===== config.mk =====
export PLATFORM = sky130hd
export DESIGN_NAME = mabm_front
export DESIGN_NICKNAME = d
export VERILOG_FILES = /design/src/motion_aligned_basis_matrix_defines.svh /design/src/mabm_pkg.sv /design/src/mabm_front.sv
export SDC_FILE = /design/constraint.sdc
export NUM_CORES = 1
export LEC_CHECK = 0
export ABC_CLOCK_PERIOD_IN_PS = 5520
export BUFFER_PORTS_ARGS = -buffer_cell sky130_fd_sc_hd__buf_4
export CORE_AREA = 3 3 153 155
export DETAILED_ROUTE_END_ITERATION = 12
export DIE_AREA = 0 0 156 158
export PLACE_DENSITY = 0.6
export SYNTH_ARGS = -nofsm -noshare
export SYNTH_HDL_FRONTEND = slang
export SYNTH_SLANG_ARGS = --single-unit
export TNS_END_PERCENT = 10

===== constraint.sdc =====
create_clock -name vclk -period 5.52
set_clock_uncertainty 0.05 [all_clocks]
set_input_delay 0.552 -clock vclk [all_inputs]
set_output_delay 0.552 -clock vclk [all_outputs]
set_load 0.02 [all_outputs]

===== src/motion_aligned_basis_matrix_defines.svh =====
// Assertion macros used by the motion-aligned basis matrix back end.
`ifndef MOTION_ALIGNED_BASIS_MATRIX_DEFINES_SVH
`define MOTION_ALIGNED_BASIS_MATRIX_DEFINES_SVH

// Same-cycle implication, sampled on clk and disabled during reset.
`define MABM_ASSERT_NOW(name, ante, cons) \
    name: assert property (@(posedge clk) disable iff (!rst_n) (ante) |-> (cons)) \
        else $error("mabm check failed");

// Next-cycle implication, sampled on clk and disabled during reset.
`define MABM_ASSERT_NEXT(name, ante, cons) \
    name: assert property (@(posedge clk) disable iff (!rst_n) (ante) |=> (cons)) \
        else $error("mabm check failed");

`endif


===== src/mabm_pkg.sv =====
// Shared types and constants of the motion-aligned basis matrix.
package mabm_pkg;

    localparam int MABM_FRAC_BITS = 16;
    localparam int IN_QUEUE_DEPTH = 2;
    localparam int OUT_QUEUE_DEPTH = 4;

    localparam logic [63:0] NORM_HI = 64'h0000_0000_4000_0000;
    localparam logic [63:0] NORM_LO = 64'h0000_0000_2000_0000;

    localparam logic [1:0] ROW_FIRST = 2'd0;
    localparam logic [1:0] ROW_LAST = 2'd2;

    typedef enum logic [1:0] {
        CFG_SCALE_X = 2'd0,
        CFG_SCALE_Y = 2'd1,
        CFG_SCALE_Z = 2'd2
    } cfg_index_t;

    typedef struct packed {
        logic signed [32:0] dx;
        logic signed [32:0] dy;
        logic signed [32:0] dz;
        logic signed [31:0] px;
        logic signed [31:0] py;
        logic signed [31:0] pz;
    } item_t;

    typedef struct packed {
        logic [1:0]         row_index;
        logic signed [31:0] col0;
        logic signed [31:0] col1;
        logic signed [31:0] col2;
        logic signed [31:0] col3;
        logic               last_row;
    } row_t;

    typedef struct packed {
        logic full;
        logic empty;
    } q_status_t;

endpackage


===== src/mabm_front.sv =====
// Front end: takes input transactions, forms the direction and drops zero directions.
module mabm_front (
    input  logic               push,
    output logic               full,
    input  logic signed [31:0] ref_x,
    input  logic signed [31:0] ref_y,
    input  logic signed [31:0] ref_z,
    input  logic signed [31:0] pos_x,
    input  logic signed [31:0] pos_y,
    input  logic signed [31:0] pos_z,
    input  mabm_pkg::q_status_t q_status,
    output logic               q_push,
    output mabm_pkg::item_t    q_item
);
    import mabm_pkg::*;

    logic zero_dir;

    always_comb
    begin
        q_item.dx = 33'(ref_x) - 33'(pos_x);
        q_item.dy = 33'(ref_y) - 33'(pos_y);
        q_item.dz = 33'(ref_z) - 33'(pos_z);
        q_item.px = pos_x;
        q_item.py = pos_y;
        q_item.pz = pos_z;
    end

    assign zero_dir = (ref_x == pos_x) && (ref_y == pos_y) && (ref_z == pos_z);
    assign full = q_status.full;
    assign q_push = push && !q_status.full && !zero_dir;

endmodule


==> results.txt <==
- Static leakage power: 0.00462 uW
* Top achievable clock speed: 251 MHz
- Horizontal die dimension: 156 um
- In the final routed layout, each cell accounts on average for 16.2 um.
- Number of cells traversed by the worst hold path: 2
* Max-slew violation count: 0
* Largest incremental delay on the critical path: 530 ps
- IO Count: 392
- Summing all flip-flop and latch instances after layout gives 0 um^2.
* Worst hold path startpoint: pos_x[11]
* Die height: 158 um
- The critical path in this run is classified as input port to output pin.
- Critical-path maximum fanout: 3
- Average footprint of a synthesized cell: 6.65 um^2
* Yosys warning count: 0
* Synthesized Nets: 1,208
* Post-route DRC violation count: 0
- Number of buffers inserted by post-CTS setup repair: 0
- Setup violations remaining at the end of the flow were counted as 0.
* Setup crit start kind: input port
- Data arrival time of the critical path: 3380 ps
- Final hold violations: 0
- For the final routed database, the setup TNS stands at 0 ps.
* Via-to-Cell Ratio: 4.83
- The initial utilization of the core area, before any placement, comes to 27.7%.
- Result of the run: complete, no violations
- # Max-Cap Violations: 0
- Leaving out fill and tap cells, the most frequent cell in the layout is sky130_fd_sc_hd__buf_4.
- Total of cells resized after clock tree synthesis: 0
- Die area: 0.0246 mm^2
* RePlAce Congestion: 0.918
* Worst path required time: 4920 ps
* Wirelength, routed: 23,900 um
- Summed over its instances, the top area cell type makes up 19.8% of the synthesized netlist area.
- Net switching power of the design: 773 uW
* Proportion of power drawn by the clock network: 0%
- Proportion of power drawn by combinational gates: 100.0%
- Count of TritonRoute iterations in the first routing pass: 7
* Leading area contributor after synthesis: sky130_fd_sc_hd__ha_1
- Gr usage total: 17.2%
- Yosys attributes the largest share of cell area to sky130_fd_sc_hd__ha_1, sky130_fd_sc_hd__buf_4, sky130_fd_sc_hd__xnor2_1.
- Power Dens Cells: 159 mW/mm^2
- The library cells used most frequently in the layout, excluding fill and tap cells, are sky130_fd_sc_hd__buf_4, sky130_fd_sc_hd__inv_1, sky130_fd_sc_hd__ha_1.
- Max transition margin: 57.3%
- The clock period could shrink to 3980 ps.
- After routing the design area is 0.00856 mm^2.
* Power share of the sequential group: 0%
- Summing all placed instances gives a cell area of 0.00856 mm^2.
* Fill cell total of the finished layout: 2,343
- The path with the worst hold slack has its endpoint at q_item[75].
- Core ar.: 0.0220 mm^2
* Number of port buffers: 391
- Once detail routing completed, the nets flagged for antenna violations numbered 0.
* Slowest CP cell: sky130_fd_sc_hd__o31ai_1
* Number of global-route vias before repair: 6,715
- Count of clock-net buffers in the final layout: 0
- Cells with a size suffix above 1 make up 34.3% of the layout.
- After technology mapping, the gate count stands at 914.
- Sequential cell area fraction in the yosys report: 0%
* Final cycle utilization of the critical path: 72.2%
* Type of destination of the critical path: output pin
- Layout sequential cell count: 0
* Initial antenna violation count: 0
* Transition time of the tightest slew-check pin: 631 ps
- Worst vdd ir: 0.0000747 V
* Unique cell type count in the Yosys netlist: 66
- Number of antenna repair diodes: 0
- The first global-routing pass estimated 34,700 um of wire.
* Total overflow reported by the global router: 0
* Largest net degree at the start of global routing: 10
- The critical path goes through buf_4 -> ha_1 -> fa_1 -> o21ai_1 -> a2111oi_2 -> o31ai_1 -> a211oi_1 -> o21a_1 -> o21ai_1 -> xor2_1 -> buf_4.
- DP Wirelength: 21,700 um
* Number of buffers inserted by hold repair at cts: 0
- Setup repair after global routing left no endpoint under its margin.
* Number of placement rows: 54
- Area of the mapped netlist: 0.00608 mm^2
- Net switching is 56.6% of the power.
- Class of the tightest hold or removal check: input port to output pin
- The net count of the finished layout is 1,492.
* Area added between synthesis and finish: 40.9%
* Internal Pwr Total: 593 uW
* Overall via count from detail_route: 7,130
- 1st-iter DRT viols: 300
stage by stage:
stage	cells	setup slack, ps	total power [uW]	hold slack, ps	util (%)
after global placement	1476	1530	1370	1260	39.0
after detailed placement	1476	1570	1370	1260	39.0
final	1476	1540	1370	1260	39.0
after CTS	1476	1550	1370	1260	39.0
after global routing	1476	1360	1470	1270	39.0
after floorplan	914	2130	844	1140	-
Yosys cell counts, types with 7 or more instances:
library cell and instances:
sky130_fd_sc_hd__a31oi_1 10, sky130_fd_sc_hd__xor2_1 27, sky130_fd_sc_hd__nor4_1 7, sky130_fd_sc_hd__nand3_1 14
sky130_fd_sc_hd__a211oi_1 7, sky130_fd_sc_hd__buf_4 98, sky130_fd_sc_hd__ha_1 96, sky130_fd_sc_hd__inv_1 131
sky130_fd_sc_hd__o21ai_0 49, sky130_fd_sc_hd__a21o_1 25, sky130_fd_sc_hd__nand4_1 19, sky130_fd_sc_hd__nor2b_1 13
sky130_fd_sc_hd__xnor2_1 57, sky130_fd_sc_hd__o21ai_1 9, sky130_fd_sc_hd__nor3_1 11, sky130_fd_sc_hd__o21bai_1 9
sky130_fd_sc_hd__nand2_1 74, sky130_fd_sc_hd__a21oi_1 81, sky130_fd_sc_hd__nand2b_1 9, sky130_fd_sc_hd__o21a_1 16
sky130_fd_sc_hd__nor2_1 53, sky130_fd_sc_hd__o211ai_1 9
worst max-delay path, delay by kind of cell:
| family | cells | cell delay (ps) |
|---|---|---|
| adder cells (fa/ha/maj) | 2 | 700 |
| buffers and inverters | 2 | 280 |
| XOR/XNOR | 1 | 150 |
| AO/OA/AOI/OAI | 6 | 1700 |
per-layer routing:
metal / share of wire [%] / track usage (%) / vias up
met5: 0 / 0 / -
met4: 1.7 / 2.52 / 0
met3: 6.3 / 1.97 / 22
met2: 49 / 31.2 / 270
met1: 43 / 22.4 / 3198
li1: - / - / 3640
final cells by class:
type | count | area (um^2) | share of cell area [%]
multi-input combinational | 674 | 4790 | 55.9
tap | 280 | 350 | 4.09
timing repair buffer | 391 | 2940 | 34.3
inverter | 131 | 492 | 5.74
power groups by stage:
stage / combinational (uW) / clock [uW] / sequential (uW)
floorplan: 844 / 0 / 0
global placement: 1370 / 0 / 0
detailed placement: 1370 / 0 / 0
CTS: 1370 / 0 / 0
global route: 1470 / 0 / 0
finish: 1370 / 0 / 0
kinds of logic (layout without fill, tap and decap cells):
family | after synthesis | in the layout | synth area share [%]
AO/OA/AOI/OAI | 263 | 263 | 27.8
buffers and inverters | 240 | 522 | 21.3
AND/OR/NAND/NOR | 228 | 228 | 18.1
adder cells (fa/ha/maj) | 99 | 99 | 20.7
XOR/XNOR | 84 | 84 | 12.1
how the worst max path moves through the flow:
| stage | endpoint | slack (ps) | startpoint | cells after the start |
|---|---|---|---|---|
| finish | q_item[159] | 1540 | pos_y[0] | 11 |
| global route | q_item[147] | 1360 | ref_y[0] | 11 |
| CTS | q_item[159] | 1550 | pos_y[0] | 11 |
| detailed placement | q_item[159] | 1570 | pos_y[0] | 11 |
| global placement | q_item[159] | 1530 | pos_y[0] | 11 |
| floorplan | q_item[159] | 2130 | ref_y[0] | 10 |
Power figures use the tool's default switching activity.
