===== src/motion_aligned_basis_matrix_defines.svh =====
// Assertion macros used by the motion-aligned basis matrix back end.
`ifndef MOTION_ALIGNED_BASIS_MATRIX_DEFINES_SVH
`define MOTION_ALIGNED_BASIS_MATRIX_DEFINES_SVH

// Same-cycle implication, sampled on clk and disabled during reset.
`define MABM_ASSERT_NOW(name, ante, cons) \
    name: assert property (@(posedge clk) disable iff (!rst_n) (ante) |-> (cons)) \
        else $error("mabm check failed");

// Next-cycle implication, sampled on clk and disabled during reset.
`define MABM_ASSERT_NEXT(name, ante, cons) \
    name: assert property (@(posedge clk) disable iff (!rst_n) (ante) |=> (cons)) \
        else $error("mabm check failed");

`endif


===== src/mabm_pkg.sv =====
// Shared types and constants of the motion-aligned basis matrix.
package mabm_pkg;

    localparam int MABM_FRAC_BITS = 16;
    localparam int IN_QUEUE_DEPTH = 2;
    localparam int OUT_QUEUE_DEPTH = 4;

    localparam logic [63:0] NORM_HI = 64'h0000_0000_4000_0000;
    localparam logic [63:0] NORM_LO = 64'h0000_0000_2000_0000;

    localparam logic [1:0] ROW_FIRST = 2'd0;
    localparam logic [1:0] ROW_LAST = 2'd2;

    typedef enum logic [1:0] {
        CFG_SCALE_X = 2'd0,
        CFG_SCALE_Y = 2'd1,
        CFG_SCALE_Z = 2'd2
    } cfg_index_t;

    typedef struct packed {
        logic signed [32:0] dx;
        logic signed [32:0] dy;
        logic signed [32:0] dz;
        logic signed [31:0] px;
        logic signed [31:0] py;
        logic signed [31:0] pz;
    } item_t;

    typedef struct packed {
        logic [1:0]         row_index;
        logic signed [31:0] col0;
        logic signed [31:0] col1;
        logic signed [31:0] col2;
        logic signed [31:0] col3;
        logic               last_row;
    } row_t;

    typedef struct packed {
        logic full;
        logic empty;
    } q_status_t;

endpackage


===== src/mabm_queue.sv =====
// Small register queue used between the front end, the back end and the result port.
module mabm_queue #(
    parameter int WIDTH = 8,
    parameter int DEPTH = 2
) (
    input  logic             clk,
    input  logic             rst_n,
    input  logic             push,
    input  logic [WIDTH-1:0] wdata,
    input  logic             pop,
    output logic [WIDTH-1:0] rdata,
    output mabm_pkg::q_status_t status
);
    import mabm_pkg::*;

    localparam int PW = (DEPTH > 1) ? $clog2(DEPTH) : 1;
    localparam int CNTW = $clog2(DEPTH + 1);

    logic [WIDTH-1:0] mem_reg [DEPTH];
    logic [PW-1:0]    wr_ptr_reg;
    logic [PW-1:0]    rd_ptr_reg;
    logic [CNTW-1:0]  count_reg;
    logic             do_push;
    logic             do_pop;

    assign status.full = (count_reg == CNTW'(DEPTH));
    assign status.empty = (count_reg == '0);
    assign do_push = push && !status.full;
    assign do_pop = pop && !status.empty;
    assign rdata = mem_reg[rd_ptr_reg];

    always_ff @(posedge clk)
    begin
        if (do_push)
        begin
            mem_reg[wr_ptr_reg] <= wdata;
        end
    end

    always_ff @(posedge clk or negedge rst_n)
    begin
        if (!rst_n)
        begin
            wr_ptr_reg <= '0;
            rd_ptr_reg <= '0;
            count_reg <= '0;
        end
        else
        begin
            if (do_push)
            begin
                wr_ptr_reg <= (wr_ptr_reg == PW'(DEPTH - 1)) ? '0 : wr_ptr_reg + 1'b1;
            end
            if (do_pop)
            begin
                rd_ptr_reg <= (rd_ptr_reg == PW'(DEPTH - 1)) ? '0 : rd_ptr_reg + 1'b1;
            end
            if (do_push && !do_pop)
            begin
                count_reg <= count_reg + 1'b1;
            end
            else if (do_pop && !do_push)
            begin
                count_reg <= count_reg - 1'b1;
            end
        end
    end

endmodule


===== config.mk =====
export PLATFORM = sky130hd
export DESIGN_NAME = mabm_queue
export DESIGN_NICKNAME = d
export VERILOG_FILES = /design/src/motion_aligned_basis_matrix_defines.svh /design/src/mabm_pkg.sv /design/src/mabm_queue.sv
export SDC_FILE = /design/constraint.sdc
export NUM_CORES = 1
export LEC_CHECK = 0
export BUFFER_PORTS_ARGS = -buffer_cell sky130_fd_sc_hd__clkbuf_2
export CAP_MARGIN = 10
export CORE_MARGIN = 2
export CORE_UTILIZATION = 44
export DETAILED_ROUTE_END_ITERATION = 6
export PLACE_DENSITY = 0.72
export SKIP_CTS_REPAIR_TIMING = 1
export SYNTH_ARGS = -nofsm -noshare
export SYNTH_HDL_FRONTEND = slang
export SYNTH_SLANG_ARGS = --single-unit

===== constraint.sdc =====
create_clock -name clk -period 1.6 [get_ports clk]
set_clock_uncertainty 0.2 [all_clocks]
set_input_delay 0.24 -clock clk [delete_from_list [all_inputs] [get_ports clk]]
set_output_delay 0.24 -clock clk [all_outputs]
set_load 0.005 [all_outputs]

==> load_flow_metrics.sql, run 1 <==
INSERT INTO impl_metrics (metric_group, metric, value, unit) VALUES
('run_status', 'outcome', 'finished with violations', ''),
('run_status', 'failed_checks', 'negative setup slack', ''),
('die', 'design.die.area', '2130', 'um2'),
('synthesis', 'syn-instance-count', '44', ''),
('sta', 'worstMarginPinSlew', '0.222', 'ns'),
('cts', 'worst_setup_hold_path_clk_slew', '0.11', 'ns'),
('synthesis', 'syn-num-nets', '57', ''),
('critical_path', 'critPathMaxStageDelay', '0.43', 'ns'),
('layout', 'fillCellCount', '119', ''),
('sta', 'final.period_utilization', '107', '%'),
('synthesis', 'yosys.cell_count.top_type', 'sky130_fd_sc_hd__edfxtp_1', ''),
('critical_path', 'rr_worst_depth', '5', ''),
('synthesis', 'most_used_dff_post_synth', 'sky130_fd_sc_hd__edfxtp_1', ''),
('cts', 'clockRootBuffer', 'sky130_fd_sc_hd__clkbuf_4', ''),
('detailed_routing', 'route.met2.wl', '692', 'um'),
('detailed_routing', 'detailedRoute.firstIterationViolations', '19', ''),
('critical_path', 'cp_max_fo', '5', ''),
('layout', 'finalNetCount', '99', ''),
('die', 'top_level_ports', '22', ''),
('cts', 'htree_levels', '1', ''),
('synthesis', 'synth-seq-area-share', '74.2', '%'),
('critical_path', 'data_required_time_at_the_worst_endpoint', '1.16', 'ns'),
('synthesis', 'syn_avg_cell_area', '17.8', 'um2'),
('sta', 'final-setup-viol-count', '8', ''),
('sta', 'relSlewSlack', '85.2', '%'),
('die', 'core.rowCount', '15', ''),
('cts', 'clock_latency', '0.30', 'ns'),
('placed_design', 'detailed_place_hpwl', '862', 'um'),
('die', 'floorplan.die.width', '46.2', 'um'),
('layout', 'syn_to_final_growth', '50.4', '%'),
('placed_design', 'place.detailed.instances', '86', ''),
('power_and_ir_drop', 'ir_worst_vdd', '1.30', 'mV'),
('detailed_routing', 'post_drt_wl_per_cell', '13.4', 'um'),
('detailed_routing', 'post_detailed_route_drc_marker_count', '0', ''),
('cts', 'cts.path.max_buffers', '2', ''),
('layout', 'layout_cells_sized_above_1', '57.6', '%'),
('detailed_routing', 'met3_length', '66', 'um'),
('critical_path', 'worst_path_max_delay_cell', 'sky130_fd_sc_hd__dfrtp_2', ''),
('synthesis', 'synth.lib_cells_used.distinct', '15', ''),
('global_route', 'grt_pass1_vias', '393', ''),
('placed_design', 'portBuffers', '21', ''),
('placed_design', 'routabilityCongestion', '0.611', ''),
('cts', 'cts_tree', 'yes', ''),
('layout', 'diodes', '0', ''),
('critical_path', 'worst_setup_path_start_kind', 'flop', ''),
('synthesis', 'synth.top_cell.area_share', '61.4', '%'),
('critical_path', 'worstPathCellList', 'buf_6 > mux2_4 > clkbuf_2', ''),
('detailed_routing', 'drt_pass1_iterations', '3', ''),
('detailed_routing', 'dr.max_layer_used', 'met4', ''),
('critical_path', 'critPathKind', 'reg -> out', ''),
('detailed_routing', 'avgViaCountPerCell', '4.75', ''),
('synthesis', 'synth.cells.most_frequent', 'sky130_fd_sc_hd__edfxtp_1 (16), sky130_fd_sc_hd__mux2_1 (6), sky130_fd_sc_hd__dfrtp_1 (4)', ''),
('synthesis', 'yosys_register_bits', '20', ''),
('layout', 'largest_register_ff_count', '16', ''),
('layout', 'layout.core_utilization', '69.6', '%'),
('synthesis', 'synth_top_cell_by_area', 'sky130_fd_sc_hd__edfxtp_1', ''),
('power_and_ir_drop', 'powerDensity', '1760', 'nW/um2'),
('sta', 'setup_total_negative_slack', '-0.800', 'ns'),
('synthesis', 'post_synth_instance_area', '782', 'um2'),
('critical_path', 'critPathCaptureType', 'primary output', ''),
('detailed_routing', 'ant_nets', '0', ''),
('sta', 'finalWorstPathRequiredPeriod', '1.71', 'ns'),
('detailed_routing', 'postRouteWirelength', '1.37', 'mm'),
('sta', 'finalWorstSetupSlack', '-0.112', 'ns'),
('synthesis', 'synth_edf_count', '16', ''),
('die', 'coreArea', '1690', 'um2'),
('die', 'die_height', '46.2', 'um'),
('sta', 'maxSlewViolCount', '0', ''),
('placed_design', 'dpl_worst_slack', '-0.0252', 'ns'),
('global_route', 'grt_first_pass_wirelength', '1.75', 'mm'),
('synthesis', 'netlist_top_cells_area', 'sky130_fd_sc_hd__edfxtp_1 (61%), sky130_fd_sc_hd__dfrtp_1 (13%), sky130_fd_sc_hd__mux2_1 (8.6%)', '');
## path summary, 6_finish.rpt
kind / slack (ns) / start / end
worst max-delay path: -0.11 / rd_ptr_reg / rdata[0]
worst min-delay path: 0.02 / pop / rd_ptr_reg
worst max register to register: 0.05 / count_reg[1] / count_reg[1]
worst min register to register: 0.36 / wr_ptr_reg / wr_ptr_reg
max in group asynchronous: 1.00 / rst_n / rd_ptr_reg
min in group asynchronous: 0.06 / rst_n / count_reg[1]
## cells by family after synthesis
family          count (synthesis)  synth area share (%)
fa+ha+maj                       1                  1.60
compound gates                  1                 0.639
flops                          20                  74.2
mux                             8                  11.5
buf+inv                         3                  1.60
simple gates                    6                  3.84
xor+xnor                        5                  6.56
## routing by layer
metal | GRT usage (%) | vias up
met4 | 6.86 | 0
met3 | 4.71 | 2
met1 | 15.9 | 227
met2 | 18.6 | 14
met5 | 0 | -
li1 | - | 241
## critical path, delay by kind of cell (launching register included)
kind | cells | cell delay (ns)
flops | 1 | 0.43
mux | 1 | 0.29
buf+inv | 2 | 0.25
## placed cells by master, fill, tap and decap left out
cell type	count
sky130_fd_sc_hd__xnor2_1	2
sky130_fd_sc_hd__nand2_4	1
sky130_fd_sc_hd__and3_1	1
sky130_fd_sc_hd__ha_4	1
sky130_fd_sc_hd__nor2_2	1
sky130_fd_sc_hd__buf_4	6
sky130_fd_sc_hd__mux2_4	6
sky130_fd_sc_hd__dlygate4sd3_1	9
sky130_fd_sc_hd__dfrtp_2	2
sky130_fd_sc_hd__bufinv_16	1
sky130_fd_sc_hd__clkbuf_4	3
sky130_fd_sc_hd__mux2_2	2
sky130_fd_sc_hd__o21ai_2	1
sky130_fd_sc_hd__xor2_1	2
sky130_fd_sc_hd__dfrtp_1	2
sky130_fd_sc_hd__xnor2_2	1
sky130_fd_sc_hd__buf_6	3
sky130_fd_sc_hd__nor2_1	2
sky130_fd_sc_hd__clkbuf_2	20
sky130_fd_sc_hd__inv_1	2
sky130_fd_sc_hd__edfxtp_1	16
sky130_fd_sc_hd__nand2b_4	1
## cell type report
class	instances	area (um2)	share of cell area [%]
Clock buffer	3	22.5	1.91
Tap cell	17	21.3	1.81
Clock inverter	1	30.0	2.55
Inverter	2	7.51	0.638
Timing Repair Buffer	38	269	22.9
Sequential cell	20	583	49.6
Multi-Input combinational cell	21	243	20.6
## per-stage QoR
step	power, mW	hold WS, ns	area, um2
finish	2.07	0.0248	1180
global placement	1.40	-0.148	941
CTS	1.82	-0.470	993
global route	2.18	0.0300	1180
floorplan	1.16	-0.256	782
detailed placement	1.41	-0.146	941
## power by group
group          switching (mW)  internal, mW
Clock                   0.149         0.253
Combinational           0.339         0.512
Sequential             0.0844         0.732
Note: power is estimated with default switching activity, not from simulation.
==> inputs of run 2 (changes only) <==
CORE_ASPECT_RATIO = 1.1   (was not set)
==> run 2 against run 1 <==
Compared with the run above: the run still ends with negative setup slack left; first-iteration DRC count is 32% lower; sequential share of layout area rose by 0.48 points; critical endpoint unchanged; routed wire length grew 9.6%; utilization grew 2.4 points; combinational power hardly changed; maximum frequency is 1.2% lower; largest cell class unchanged.
==> load_flow_metrics.sql, run 2 (synthesis results as in run 1) <==
INSERT INTO impl_metrics (metric_group, metric, value, unit) VALUES
('power_and_ir_drop', 'p_int', '1.39', 'mW'),
('detailed_routing', 'post_detailed_route_drc_marker_count', '0', ''),
('detailed_routing', 'detailroute.via_count', '491', ''),
('power_and_ir_drop', 'p_sw_share', '29.4', '%'),
('placed_design', 'dpl_worst_slack', '0.00931', 'ns'),
('cts', 'cts.path.max_buffers', '2', ''),
('detailed_routing', 'avgViaCountPerCell', '4.81', ''),
('layout', 'final_area', '1160', 'um2'),
('die', 'starting_density', '48.4', '%'),
('sta', 'final.period_utilization', '108', '%'),
('layout', 'post_layout_instance_count_excluding_filler_cells', '102', ''),
('layout', 'largest_register_ff_count', '16', ''),
('power_and_ir_drop', 'power.sequential.fraction', '41.9', '%'),
('cts', 'htree_levels', '1', ''),
('sta', 'finalWorstPathRequiredPeriod', '1.73', 'ns'),
('critical_path', 'critPathCaptureType', 'primary output', ''),
('cts', 'clockRootBuffer', 'sky130_fd_sc_hd__clkbuf_4', ''),
('sta', 'finalHoldViolations', '0', ''),
('detailed_routing', 'detailedRoute.firstIterationViolations', '13', ''),
('critical_path', 'cp_max_fo', '5', ''),
('critical_path', 'data_required_time_at_the_worst_endpoint', '1.16', 'ns'),
('global_route', 'initial_antenna_violation_count', '0', ''),
('power_and_ir_drop', 'comb_power_share', '43.5', '%'),
('placed_design', 'detailed_place_hpwl', '891', 'um'),
('cts', 'cts_buffers', '3', ''),
('sta', 'rsz0062_at_grt', 'yes', ''),
('global_route', 'grt_first_pass_wirelength', '1.86', 'mm'),
('sta', 'final-setup-viol-count', '8', ''),
('cts', 'clock_latency', '0.30', 'ns'),
('sta', 'finalWorstSetupSlack', '-0.134', 'ns'),
('sta', 'maxSlewViolCount', '0', ''),
('die', 'die_height', '48.2', 'um'),
('global_route', 'grt_start_max_net_pins', '12', ''),
('layout', 'layout_cells_sized_above_1', '56.5', '%'),
('die', 'top_level_ports', '22', ''),
('job', 'timing.max_cap.violations', '0', ''),
('placed_design', 'portBuffers', '21', ''),
('placed_design', 'routabilityCongestion', '0.598', ''),
('power_and_ir_drop', 'power.static_leakage', '0.513', 'nW'),
('power_and_ir_drop', 'powerDensity', '1690', 'nW/um2'),
('sta', 'relSlewSlack', '73.9', '%'),
('detailed_routing', 'ant_nets', '0', ''),
('detailed_routing', 'drt_pass1_iterations', '4', ''),
('layout', 'diodes', '0', ''),
('min_path', 'min-delay-path-class', 'in -> async', ''),
('power_and_ir_drop', 'portion_of_total_power_attributed_to_the_clock_network', '14.7', '%'),
('critical_path', 'setup.worst_path.start', 'rd_ptr_reg', ''),
('cts', 'worst_setup_hold_path_clk_slew', '0.11', 'ns'),
('critical_path', 'worst_setup_path_start_kind', 'flop', ''),
('die', 'floorplan.die.width', '44.2', 'um'),
('die', 'core.rowCount', '15', ''),
('run_status', 'failed_checks', 'negative setup slack', ''),
('power_and_ir_drop', 'switching_pwr', '0.577', 'mW'),
('global_route', 'grt.overflow.total', '0', ''),
('run_status', 'outcome', 'finished with violations', ''),
('layout', 'finalNetCount', '99', ''),
('critical_path', 'critPathKind', 'reg -> out', ''),
('sta', 'maxClockFrequency', '577', 'MHz'),
('cts', 'cts_tree', 'yes', ''),
('placed_design', 'dpl-instance-area', '933', 'um2'),
('layout', 'syn_to_final_growth', '48.6', '%'),
('die', 'design.die.area', '2130', 'um2'),
('critical_path', 'r2r_start', 'count_reg[0]', ''),
('sta', 'worstMarginPinSlew', '0.392', 'ns'),
('layout', 'layout_common_cells', 'sky130_fd_sc_hd__clkbuf_2 (19), sky130_fd_sc_hd__edfxtp_1 (16), sky130_fd_sc_hd__dlygate4sd3_1 (9)', ''),
('power_and_ir_drop', 'ir_worst_vdd', '0.940', 'mV'),
('global_route', 'global_route.usage.total', '12.9', '%'),
('sta', 'timing.hold.ws', '0.0541', 'ns'),
('cts', 'clock_sinks', '20', ''),
('layout', 'layout.cells.most_common', 'sky130_fd_sc_hd__clkbuf_2', ''),
('placed_design', 'place.detailed.instances', '85', ''),
('die', 'coreArea', '1610', 'um2'),
('critical_path', 'worst_ep_arrival_time', '1.29', 'ns'),
('detailed_routing', 'post_drt_wl_per_cell', '14.7', 'um'),
('global_route', 'grt_pass1_vias', '447', ''),
('detailed_routing', 'postRouteWirelength', '1.50', 'mm');
[run 2: cell type report]
cell class / instances / area [um2]
sequential: 20 / 582
fill: 117 / 452
timing repair buffer: 38 / 275
multi-input combinational: 21 / 240
clock buffer: 4 / 36.3
tap: 17 / 21.3
inverter: 2 / 7.51
[run 2: path summary, 6_finish.rpt]
kind | end | slack [ns] | cells past startpoint
max | rdata[0] | -0.13 | 3
min | count_reg[0] | 0.05 | 2
max reg2reg | mem_reg[1][4] | 0.06 | 2
min reg2reg | wr_ptr_reg | 0.35 | 1
max in group asynchronous | rd_ptr_reg | 1.01 | 2
min in group clk | rd_ptr_reg | 0.11 | 4
[run 2: worst max-delay path, stage by stage (launching register included)]
cell and delay (ns):
sky130_fd_sc_hd__dfrtp_2 0.43, sky130_fd_sc_hd__buf_6 0.14, sky130_fd_sc_hd__mux2_4 0.30, sky130_fd_sc_hd__buf_6 0.12
[run 2: per-layer routing]
metal	GRT usage, %	share of wire, %	vias to the layer above
met5	0	0	-
met4	7.27	1.4	0
met3	3.33	3.5	4
met2	22.4	54	17
met1	14.8	41	231
li1	-	-	239
[run 2: through the flow]
stage | util, % | setup TNS [ns] | total power [mW]
after detailed placement | 57.8 | 0 | 1.40
after global placement | 57.8 | 0 | 1.38
after CTS | 60.1 | -1.84 | 1.69
after global routing | 72.0 | -1.15 | 2.06
after floorplan | - | 0 | 1.16
final | 72.0 | -0.888 | 1.97
[run 2: power by group through the flow]
stage / combinational (mW) / sequential [mW] / clock (mW)
2_1_floorplan: 0.364 / 0.793 / 0
3_3_place_gp: 0.538 / 0.841 / 0
3_5_place_dp: 0.555 / 0.848 / 0
4_1_cts: 0.557 / 0.838 / 0.290
5_1_grt: 0.920 / 0.835 / 0.309
6_report: 0.854 / 0.823 / 0.288
